**src/sv/pip_pkg.sv**
```systemverilog
// Package: word types, action codes, controller states and command/status structs.
package pip_pkg;

    localparam int CW = 24;

    typedef enum logic [1:0] {
        ACT_APPEND = 2'd0,
        ACT_CLEAR  = 2'd1,
        ACT_QUERY  = 2'd2
    } t_action;

    typedef struct packed {
        t_action            action;
        logic signed [CW-1:0] coord_x;
        logic signed [CW-1:0] coord_y;
        logic               count_boundary;
    } t_in_word;

    typedef struct packed {
        logic inside_res;
        logic on_edge;
        logic overflowed;
    } t_out_word;

    typedef enum logic [2:0] {
        ST_IDLE,
        ST_DECODE,
        ST_SCAN,
        ST_DRAIN,
        ST_FINISH
    } t_state;

    typedef struct packed {
        logic capture;
        logic append;
        logic clear;
        logic q_start;
        logic rd_first;
        logic rd_next;
        logic load_out;
    } t_dp_cmd;

    typedef struct packed {
        t_action action;
        logic    empty;
        logic    rd_last;
        logic    busy;
        logic    out_free;
    } t_dp_stat;

endpackage

```
**src/sv/pip_ctrl.sv**
```systemverilog
// Controller: sequences append, clear and query words through the datapath.
module pip_ctrl import pip_pkg::*; (
    input  logic     i_clk,
    input  logic     i_rst_n,
    input  logic     i_in_valid,
    output logic     o_in_stall,
    input  t_dp_stat i_stat,
    output t_dp_cmd  o_cmd
);

    t_state r_state;
    t_state n_state;

    always_ff @(posedge i_clk) begin
        if (!i_rst_n) begin
            r_state <= ST_IDLE;
        end else begin
            r_state <= n_state;
        end
    end

    always_comb begin
        n_state    = r_state;
        o_cmd      = '0;
        o_in_stall = 1'b1;
        case (r_state)
            ST_IDLE: begin
                o_in_stall = 1'b0;
                if (i_in_valid) begin
                    o_cmd.capture = 1'b1;
                    n_state       = ST_DECODE;
                end
            end
            ST_DECODE: begin
                case (i_stat.action)
                    ACT_APPEND: begin
                        o_cmd.append = 1'b1;
                        n_state      = ST_IDLE;
                    end
                    ACT_CLEAR: begin
                        o_cmd.clear = 1'b1;
                        n_state     = ST_IDLE;
                    end
                    ACT_QUERY: begin
                        o_cmd.q_start = 1'b1;
                        if (i_stat.empty) begin
                            n_state = ST_FINISH;
                        end else begin
                            o_cmd.rd_first = 1'b1;
                            n_state        = ST_SCAN;
                        end
                    end
                    default: begin
                        n_state = ST_IDLE;
                    end
                endcase
            end
            ST_SCAN: begin
                o_cmd.rd_next = 1'b1;
                if (i_stat.rd_last) begin
                    n_state = ST_DRAIN;
                end
            end
            ST_DRAIN: begin
                if (!i_stat.busy) begin
                    n_state = ST_FINISH;
                end
            end
            ST_FINISH: begin
                if (i_stat.out_free) begin
                    o_cmd.load_out = 1'b1;
                    n_state        = ST_IDLE;
                end
            end
            default: begin
                n_state = ST_IDLE;
            end
        endcase
    end

endmodule

```
**config.mk**
```make
export PLATFORM = sky130hd
export DESIGN_NAME = pip_ctrl
export DESIGN_NICKNAME = d
export VERILOG_FILES = /design/src/sv/pip_pkg.sv /design/src/sv/pip_ctrl.sv
export SDC_FILE = /design/constraint.sdc
export NUM_CORES = 1
export LEC_CHECK = 0
export ABC_AREA = 1
export BUFFER_PORTS_ARGS = -buffer_cell sky130_fd_sc_hd__buf_2
export CELL_PAD_IN_SITES_DETAIL_PLACEMENT = 2
export CELL_PAD_IN_SITES_GLOBAL_PLACEMENT = 2
export CORE_MARGIN = 10
export CORE_UTILIZATION = 17
export DETAILED_ROUTE_END_ITERATION = 8
export GPL_TIMING_DRIVEN = 0
export MAX_ROUTING_LAYER = met4
export PLACE_DENSITY = 0.75
export SLEW_MARGIN = 0
export SYNTH_ARGS = -nofsm -noshare
export SYNTH_HDL_FRONTEND = slang
export SYNTH_SLANG_ARGS = --single-unit
```
**constraint.sdc**
```tcl
create_clock -name i_clk -period 2.5 [get_ports i_clk]
set_input_delay 0.5 -clock i_clk [delete_from_list [all_inputs] [get_ports i_clk]]
set_output_delay 0.5 -clock i_clk [all_outputs]
set_load 0.005 [all_outputs]
```
# Yosys cells after proc, flatten, opt, wreduce, memory -nomap -nowiden
# Index checks and enable logic that the tools add are counted.
# W data, S select, Z words.
dict set report word_totals {
  ff_bits 3
  inputBits 9
  output_inout_bits 8
  wordCells 32
}
dict set report op_classes {
  eq_ne 10
  n_mux 18
  n_reduce_logical 3
}
# cell n
set op_table {}
lappend op_table {{$mux W3} 6}
lappend op_table {{$pmux W3 S5} 1}
lappend op_table {{$mux W1} 9}
lappend op_table {{$ne A2 B2 Y1 const B} 4}
lappend op_table {{$eq A3 B2 Y1 const B} 2}
lappend op_table {{$mux W4} 1}
lappend op_table {{$reduce_and A4 Y1} 1}
lappend op_table {{$eq A3 B1 Y1 const B} 1}
lappend op_table {{$eq A3 B3 Y1 const B} 1}
lappend op_table {{$logic_not A3 Y1} 1}
lappend op_table {{$eq A2 B1 Y1 const B} 1}
lappend op_table {{$eq A2 B2 Y1 const B} 1}
lappend op_table {{$logic_not A2 Y1} 1}
lappend op_table {{$mux W2} 1}

# Depth between registers and ports, before layout
# Gate-level depths: netlist of the first run.
dict set report logic_depth {
  word_depth 3
  depth_mapped 7
  depth_no_buf 7
}

# Worst setup path after synthesis of the first run
# Ideal clock, no wire load.
dict set report synth_timing {
  path_type {input-to-output}
  start {input i_stat[4] (netlist name)}
  end {output o_cmd[2] (netlist name)}
  arrival_time_ns 0.819
  required_ns 2.000
  slack_ns 1.181
  cell_stages 3
  path_buffers 0
  cell_sequence {inv_1 -> nand2_1 -> nor3_2}
}
# item line
set synth_lines {}
lappend synth_lines {{start, declared} pip_ctrl.sv:7} ;# input t_dp_stat i_stat,
lappend synth_lines {{end, declared} pip_ctrl.sv:8} ;# output t_dp_cmd o_cmd

==> results.md, run 1 <==
- Outcome: finished clean
- GRT Overall Usage: 6.236%
- PwrDens: 1120 nW/um2
- Mean Syn Cell Area: 5.616 um2
- Post-route minimum period: 1726 ps
- Vias in the first global route: 380
- Crit path cell chain: inv_1 > nor2_2 > nand2_2 > nor3_2 > buf_2
- Clock transition at the registers of the reported paths: 30 ps
- Post-Route WL: 933 um
- Largest Register: r_state
- Worst Path Required: 2000 ps
- Final Util: 27.83%
- Root Driver: clkbuf_4
- Fill cell total of the finished layout: 178
- N_diodes: 0
- Slowest CP cell: dfxtp_1
- Die Wd: 57.69 um
- Max Cap Violations: 0
- Share of cells above drive strength 1: 36.51%
- DRT Pass-1 Iters: 2
- H-tree depth: 1
- Final Max Tran Viols: 0
- Hold Crit Class: input pin to flip-flop
- VDD IR max: 0.3654 mV
- Post-synthesis cell count: 43
- Tcrit/Tclk final: 69.03%
- Overflow after GRT: 0
- Worst Setup Path Type: flip-flop to output port
- Top flop regs: r_state (3)
- First-pass GRT wire length: 1.593 mm
- Fmax achieved: 579.4 MHz
- Startpoint Class: flip-flop
- Final Cell Area: 366.6 um2
- Final Hold Vio Count: 0
- Die area: 3328 um2
- Most common cell after layout, fill and taps aside: buf_2
- #FFs+latches synth: 3
- Synth cell types: 13
- Die Height: 57.69 um
- GPL Wtd Cong: 0.6751
- Max-slew headroom: 83.01%
- Static leakage: 0.2164 nW
- Final net count: 73
- WHS: 513.5 ps
- FF+latch area: 60.06 um2
- Worst Setup End Kind: output port
- Final setup viols: 0
- Drt wl/cell: 11.96 um
- Worst-skew pair later-pin latency: 230 ps
- Post-synthesis sequential area ratio: 24.87%
- Commonest non-fill, non-tap cells in the layout: 16 x buf_2, 9 x inv_1, 8 x nor2_1
- Post-DP Area: 340.3 um2
- Row cnt: 13
- Worst Tran Pin Value: 253.9 ps
- Vias per cell: 4.359
- Syn_nets: 52
- Area of the multi-input gates: 147.6 um2
- # IOs: 17
- Initial antenna violation count: 0
- RSZ-0062 raised after global routing: false
- CTS resizes: 0
- Via count: 340
- CP max stage delay: 410 ps
- Max reg flops: 3
- Post-route ant nets: 0
- CTS tree: done
- Core ar.: 1318 um2
- Yosys warnings: 0
- Crit Path Max Fanout: 6
- CTS Buf Count: 3
- PortBufs: 16
- Clock tree buffer depth: 2
- Mapped cell area: 241.5 um2
- DRC marker count from the first detailed-route iteration: 1
- Starting density of the core: 18.33%
- WP data arrival: 1230 ps
- P&R area growth vs syn: 51.81%
- Post-CTS Hold Buffers: 0
- Setup Skew: 0.6563 ps
- Clk sinks: 3
- Post-CTS setup buffer count: 0
- DRC viols: 0
- Largest net degree at the start of global routing: 7
- DP HPWL: 810.6 um
- Setup TNS: 0 ps
## Yosys cell counts, drive strengths merged
| cell type | count | area share [%] |
|---|---|---|
| nor2 | 10 | 18 |
| inv | 9 | 14 |
| nand2 | 8 | 13 |
| nand3 | 4 | 8.3 |
| nor3 | 4 | 10 |
| dfxtp | 3 | 25 |
| a21oi | 2 | 4.1 |
| nand4 | 1 | 2.6 |
| nor4 | 1 | 2.6 |
| o21ai | 1 | 2.1 |
## layer usage
metal / vias to the layer above / track usage [%] / share of wire (%)
li1: 176 / - / -
met1: 154 / 5.366 / 39
met2: 10 / 10.43 / 49
met3: 0 / 3.268 / 11
met4: 0 / 4.027 / 0
met5: - / - / 0
## cell families (layout without fill, tap and decap cells)
family | after synthesis | after routing | synth area share [%]
DFF | 3 | 3 | 24.87
and+or+nand+nor | 28 | 28 | 54.93
buffers and inverters | 9 | 29 | 13.99
AOI/OAI and AO/OA | 3 | 3 | 6.216
## worst paths after layout
check	cells past startpoint	end	start	slack (ps)
worst max-delay path	5	o_cmd[2]	r_state[0]	770
worst min-delay path	3	r_state[0]	i_rst_n	510
worst max register to register	7	r_state[2]	r_state[2]	1310
worst min register to register	2	r_state[2]	r_state[2]	590
## metrics by stage
stage	power, W	setup slack, ps	std cells
floorplan	0.0002422	1181	43
global placement	0.0003247	900.2	74
detailed placement	0.0003372	880.3	74
CTS	0.0004241	728.2	78
global route	0.0004643	597.0	78
finish	0.0004106	774.1	78
## worst max-delay path, delay by kind of cell, from the launching register on
| kind | cells | cell delay, ps |
|---|---|---|
| buffers and inverters | 2 | 230 |
| AND/OR/NAND/NOR | 3 | 350 |
| flip-flops | 1 | 410 |
## report_power, final
part | switching, W | leakage [nW] | internal (W)
logic | 0.000136 | 0.177 | 0.0000839
clock network | 0.0000229 | 0.0150 | 0.0000597
registers | 0.0000373 | 0.0248 | 0.0000710
total | 0.000196 | 0.216 | 0.000215
## area by class of cell
cell class	instances	share of cell area (%)
Timing Repair Buffer	16	21.84
Clock buffer	4	7.167
Sequential cell	3	16.38
Inverter	9	9.215
Tap cell	15	5.119
Multi-Input combinational cell	31	40.27
Power figures use the tool's default switching activity.
==> inputs of run 2 (changes only) <==
Settings changed: CORE_UTILIZATION 17 to 15, PLACE_DENSITY 0.75 to 0.68.
Clock period 2.5 ns to 1.6 ns, I/O delays scaled along.
==> run 2 against run 1 <==
  * Clock skew is 0.85 ps higher
  * Final area is 3.8% higher
  * Global-route usage shrank 0.40 points
  * Critical endpoint unchanged
  * Sequential cell count did not move
==> results.md, run 2 (synthesized netlist as in run 1, its figures left out) <==
- Outcome: finished clean (unchanged)
- Worst-skew pair later-pin latency: 230 ps (about the same)
- DP HPWL: 805 um (was 810.6 um)
- Vias per cell: 4.278 (was 4.359)
- First-pass GRT wire length: 1.593 mm (unchanged)
- Post-DP Area: 341.6 um2 (was 340.3 um2)
- Via count: 338 (was 340)
- CTS Buf Count: 3 (unchanged)
- Tcrit/Tclk final: 90.58%
- Worst Tran Pin Value: 210.7 ps (was 253.9 ps)
- Final setup viols: 0 (unchanged)
- Crit Path Max Fanout: 6 (unchanged)
- PortBufs: 16 (unchanged)
- R2r setup slk: 440 ps (was 1310 ps)
- H-tree depth: 1 (unchanged)
- Worst-case reg-to-reg path depth: 7 (unchanged)
- Post-CTS Hold Buffers: 0 (unchanged)
- Share of cells above drive strength 1: 42.86% (was 36.51%)
- Final Hold Vio Count: 0 (unchanged)
- Final Cell Area: 380.4 um2 (was 366.6 um2)
- Hold Crit Class: input pin to flip-flop (unchanged)
- Drt wl/cell: 11.76 um (was 11.96 um)
- Root Driver: clkbuf_4 (unchanged)
- Worst Setup End Kind: output port (unchanged)
- Static leakage: 0.2209 nW (was 0.2164 nW)
- Die area: 3615 um2 (was 3328 um2)
- Worst Path Required: 1280 ps (was 2000 ps)
- DRT Pass-1 Iters: 4 (was 2)
- Clk sinks: 3 (unchanged)
- WP data arrival: 1130 ps (was 1230 ps)
- Fmax achieved: 690.0 MHz
- Post-CTS setup buffer count: 0 (unchanged)
- Final net count: 73 (unchanged)
- PwrDens: 1736 nW/um2 (was 1120 nW/um2)
- Vias in the first global route: 363 (was 380)
- Post-route ant nets: 0 (unchanged)
- Most common cell after layout, fill and taps aside: buf_2 (unchanged)
- CTS tree: done (unchanged)
- Overflow after GRT: 0 (unchanged)
- Starting density of the core: 16.03% (was 18.33%)
- Met2 wire length: 414 um (was 459 um)
- Post-route minimum period: 1449 ps
- DRC viols: 0 (unchanged)
- Setup TNS: 0 ps (unchanged)
- Largest net degree at the start of global routing: 7 (unchanged)
- RSZ-0062 raised after global routing: false (unchanged)
- CTS resizes: 0 (unchanged)
- Worst hold path endpoint: r_state[0] (unchanged)
- Core ar.: 1506 um2 (was 1318 um2)
- Crit path from: r_state[0] (unchanged)
- Die Wd: 60.13 um (was 57.69 um)
- Met3 routed WL: 98 um (was 107 um)
- Max reg flops: 3 (unchanged)
- Largest Register: r_state (unchanged)
- Initial antenna violation count: 0 (unchanged)
- GPL Wtd Cong: 0.6257 (was 0.6751)
- Max-slew headroom: 85.82% (was 83.01%)
- Worst Setup Path Type: flip-flop to output port (unchanged)
- Setup Skew: 1.507 ps (was 0.6563 ps)
- Post-Route WL: 929 um (was 933 um)
- M1 WL: 416 um (was 367 um)
- Commonest non-fill, non-tap cells in the layout: 16 x buf_2, 9 x inv_1, 7 x nand2_1, 7 x nor2_1, 4 x nand3_1 (was 16 x buf_2, 9 x inv_1, 8 x nor2_1)
- DRC marker count from the first detailed-route iteration: 1 (unchanged)
- Worst reg2reg path startpoint: r_state[1] (was r_state[2])
- Top routing layer used: met3 (unchanged)
- P&R area growth vs syn: 57.51% (was 51.81%)
- VDD IR max: 0.5561 mV (was 0.3654 mV)
- Hold Crit Depth: 3 (unchanged)
- N_diodes: 0 (unchanged)
- Top flop regs: r_state (3) (unchanged)
- Clock tree buffer depth: 2 (unchanged)
- # IOs: 17 (unchanged)
- Fill cell total of the finished layout: 196 (was 178)
- Startpoint Class: flip-flop (unchanged)
- Min-delay src: i_rst_n (unchanged)
- GRT Overall Usage: 5.832% (was 6.236%)
- FF-to-FF End: r_state[2] (unchanged)
- Final Max Tran Viols: 0 (unchanged)
- Row cnt: 14 (was 13)
- Clock transition at the registers of the reported paths: 30 ps (about the same)
- Die Height: 60.13 um (was 57.69 um)
- Max Cap Violations: 0 (unchanged)
-- run 2: cell counts in the layout (fill, tap and decap cells not counted) --
No cell type changed its count.
-- run 2: worst max-delay path by stage --
stage                           to
after global placement    o_cmd[2]
after global routing      o_cmd[2]
final                     o_cmd[2]
after CTS                 o_cmd[2]
after detailed placement  o_cmd[2]
after floorplan           o_cmd[4]
-- run 2: cell type report --
cell class              count  area (um2)  share of cell area [%]
multi-input cells          31       155.1                   40.79
repair buffers             16       80.08                   21.05
flip-flops and latches      3       65.06                   17.11
inverters                   9       33.78                   8.882
clock buffers               4       26.28                   6.908
well taps                  16       20.02                   5.263
-- run 2: layer usage --
metal	track usage, %	vias up
met4	2.885	0
li1	-	175
met3	3.814	0
met2	8.235	12
met1	6.110	151
met5	-	-
-- run 2: power by group --
| group | switching, W | total [W] | internal (W) |
|---|---|---|---|
| logic | 0.000208 | 0.000345 | 0.000137 |
| clock network | 0.0000379 | 0.000131 | 0.0000934 |
| registers | 0.0000647 | 0.000184 | 0.000119 |
-- run 2: through the flow --
step	hold slack [ps]	setup WS (ps)	power, W	utilization (%)	cells
6_report	332.7	150.6	0.0006603	25.25	79
5_1_grt	327.9	8.836	0.0007651	25.25	79
4_1_cts	337.8	30.77	0.0006600	24.42	79
3_5_place_dp	578.0	284.4	0.0005227	22.67	75
3_3_place_gp	565.5	280.6	0.0005079	22.67	75
2_1_floorplan	429.2	507.1	0.0003784	-	43
-- run 2: worst max-delay path, stage by stage, from the launching register on --
cell,delay [ps]
dfxtp_4,370
inv_1,50
nor2_2,100
nand2_2,90
nor3_2,140
buf_2,150
==> inputs of run 3 (changes only) <==
Settings changed: CORE_UTILIZATION 15 to 17, CTS_BUF_LIST set to sky130_fd_sc_hd__clkbuf_16, PLACE_DENSITY 0.68 to 0.75.
Clock period 1.6 ns to 1.7 ns, I/O delays scaled along.
==> run 3 against run 2 <==
  * First-iteration DRC count fell by 100%
  * Non-clock buffer count did not move
  * Clock power rose to 2.8 times the previous value
  * Final area rose by 11%
  * Routed wire length rose by 3.9%
  * Sequential power fell by 12%
  * Via count rose by 1.8%
  * Largest power group is now the clock network
  * Worst hold slack improved by 21 ps
  * Worst setup slack improved by 60 ps
  * Clock-buffer cell count fell by 1
==> results.md, run 3 (synthesized netlist as in run 1, its figures left out) <==
- Worst-skew pair later-pin latency: 220 ps (was 230 ps)
- DP HPWL: 810.6 um (was 805 um)
- FF-to-FF End: r_state[2] (unchanged)
- WP data arrival: 1150 ps (was 1130 ps)
- Root Driver: clkbuf_16 (was clkbuf_4)
- Final Max Tran Viols: 0 (unchanged)
- H-tree depth: 1 (unchanged)
- Worst setup margin: 211.1 ps (was 150.6 ps)
- Top routing layer used: met4 (was met3)
- Post-route ant nets: 0 (unchanged)
- WHS: 354.2 ps (was 332.7 ps)
- Fill cell total of the finished layout: 175 (was 196)
- Via count: 344 (was 338)
- Die Wd: 57.69 um (was 60.13 um)
- Overflow after GRT: 0 (unchanged)
- DRC marker count from the first detailed-route iteration: 0 (was 1)
- RSZ-0062 raised after global routing: false (unchanged)
- Static leakage: 0.2440 nW (was 0.2209 nW)
- # IOs: 17 (unchanged)
- Met3 routed WL: 104 um (was 98 um)
- Dpl ws: 339.7 ps (was 284.4 ps)
- M1 WL: 384 um (was 416 um)
- Max Cap Violations: 0 (unchanged)
- Crit Path Max Fanout: 6 (unchanged)
- Clock transition at the registers of the reported paths: 30 ps (about the same)
- Dpl cells: 74 (was 75)
- Clk sinks: 3 (unchanged)
- GPL Wtd Cong: 0.6751 (was 0.6257)
- Setup TNS: 0 ps (unchanged)
- Post-CTS setup buffer count: 0 (unchanged)
- N_diodes: 0 (unchanged)
- Layout Cells excl Fill: 78 (was 79)
- Hold Crit Class: input pin to flip-flop (unchanged)
- CTS tree: done (unchanged)
- First-pass GRT wire length: 1.614 mm (was 1.593 mm)
- Final net count: 73 (unchanged)
- PortBufs: 16 (unchanged)
- Setup Skew: 0.7307 ps (was 1.507 ps)
- Outcome: finished clean (unchanged)
- PwrDens: 2021 nW/um2 (was 1736 nW/um2)
- Hold Crit Depth: 3 (unchanged)
- Starting density of the core: 18.33% (was 16.03%)
- Worst Setup End Kind: output port (unchanged)
- Startpoint Class: flip-flop (unchanged)
- Fmax achieved: 671.7 MHz
- Final Hold Vio Count: 0 (unchanged)
- Largest net degree at the start of global routing: 7 (unchanged)
- GRT Overall Usage: 6.371% (was 5.832%)
- Worst hold path endpoint: r_state[0] (unchanged)
- Row cnt: 13 (was 14)
- Core ar.: 1318 um2 (was 1506 um2)
- Vias per cell: 4.410 (was 4.278)
- Min-delay src: i_rst_n (unchanged)
- Commonest non-fill, non-tap cells in the layout: 16 x buf_2, 10 x inv_1, 8 x nor2_1 (was 16 x buf_2, 9 x inv_1, 7 x nand2_1, 7 x nor2_1, 4 x nand3_1)
- P&R area growth vs syn: 74.09% (was 57.51%)
- Worst-case reg-to-reg path depth: 7 (unchanged)
- Met2 wire length: 452 um (was 414 um)
- Top flop regs: r_state (3) (unchanged)
- Drt wl/cell: 12.37 um (was 11.76 um)
- Most common cell after layout, fill and taps aside: buf_2 (unchanged)
- Max reg flops: 3 (unchanged)
- Post-route minimum period: 1489 ps
- Largest Register: r_state (unchanged)
- Tcrit/Tclk final: 87.58%
- VDD IR max: 0.7215 mV (was 0.5561 mV)
- R2r setup slk: 500 ps (was 440 ps)
- Worst reg2reg path startpoint: r_state[2] (was r_state[1])
- Initial antenna violation count: 0 (unchanged)
- Final setup viols: 0 (unchanged)
- Vias in the first global route: 380 (was 363)
- Die Height: 57.69 um (was 60.13 um)
- Post-Route WL: 965 um (was 929 um)
- Worst Path Required: 1360 ps (was 1280 ps)
- DRC viols: 0 (unchanged)
- Max-slew headroom: 83.01% (was 85.82%)
- Worst Tran Pin Value: 253.8 ps (was 210.7 ps)
- CTS Buf Count: 3 (unchanged)
- Worst Setup Path Type: flip-flop to output port (unchanged)
- DRT Pass-1 Iters: 1 (was 4)
- Die area: 3328 um2 (was 3615 um2)
- Share of cells above drive strength 1: 38.10% (was 42.86%)
- Clock tree buffer depth: 2 (unchanged)
## run 3: cell types whose count changed in the layout (fill, tap and decap cells not counted), sizes merged
cell	previous run	this run
clkbuf	4	3
inv	9	10
## run 3: per-layer routing
layer | up-vias | track usage (%)
li1 | 176 | -
met3 | 4 | 2.614
met4 | 0 | 5.034
met1 | 152 | 5.610
met5 | - | -
met2 | 12 | 10.58
## run 3: how the worst max path moves through the flow
stage / start / to / slack [ps] / cells after the start
4_1_cts: r_state[0] / o_cmd[2] / 100 / 5
5_1_grt: r_state[0] / o_cmd[2] / 80 / 5
3_5_place_dp: r_state[0] / o_cmd[2] / 340 / 5
3_3_place_gp: r_state[0] / o_cmd[2] / 370 / 5
6_report: r_state[0] / o_cmd[2] / 210 / 5
2_1_floorplan: r_state[0] / o_cmd[4] / 590 / 4
## run 3: stage by stage
step	cell area [um2]	total power, W	utilization [%]
6_report	420.4	0.0008495	31.91
5_1_grt	420.4	0.0009244	31.91
4_1_cts	419.2	0.0008656	31.81
3_5_place_dp	340.3	0.0004959	25.83
3_3_place_gp	340.3	0.0004774	25.83
2_1_floorplan	241.5	0.0003562	-
## run 3: layout make-up
type	count	area (um2)	area share [%]
Clock inverter	1	3.754	0.8929
Inverter	9	33.78	8.036
Sequential cell	3	61.31	14.58
Multi-Input combinational cell	31	147.6	35.12
Clock buffer	3	75.07	17.86
Timing Repair Buffer	16	80.08	19.05
Tap cell	15	18.77	4.464
## run 3: timing repair
item / CTS / global route
gates resized for setup: 0 / 1
endpoints found under the setup margin: 0 / 1
hold buffers: 0 / 0
## run 3: power breakdown
group | internal [W] | switching, W | total [W] | leakage [nW]
Sequential | 0.000107 | 0.0000557 | 0.000162 | 0.0251
Combinational | 0.000124 | 0.000201 | 0.000324 | 0.177
Clock | 0.000303 | 0.0000603 | 0.000363 | 0.0423
Total | 0.000533 | 0.000316 | 0.000850 | 0.244
## run 3: critical path, cell delays in order, from the launching register on
cell     delay, ps
dfxtp_2        360
inv_1           70
nor2_2         110
nand2_2         90
nor3_2         150
buf_2          150
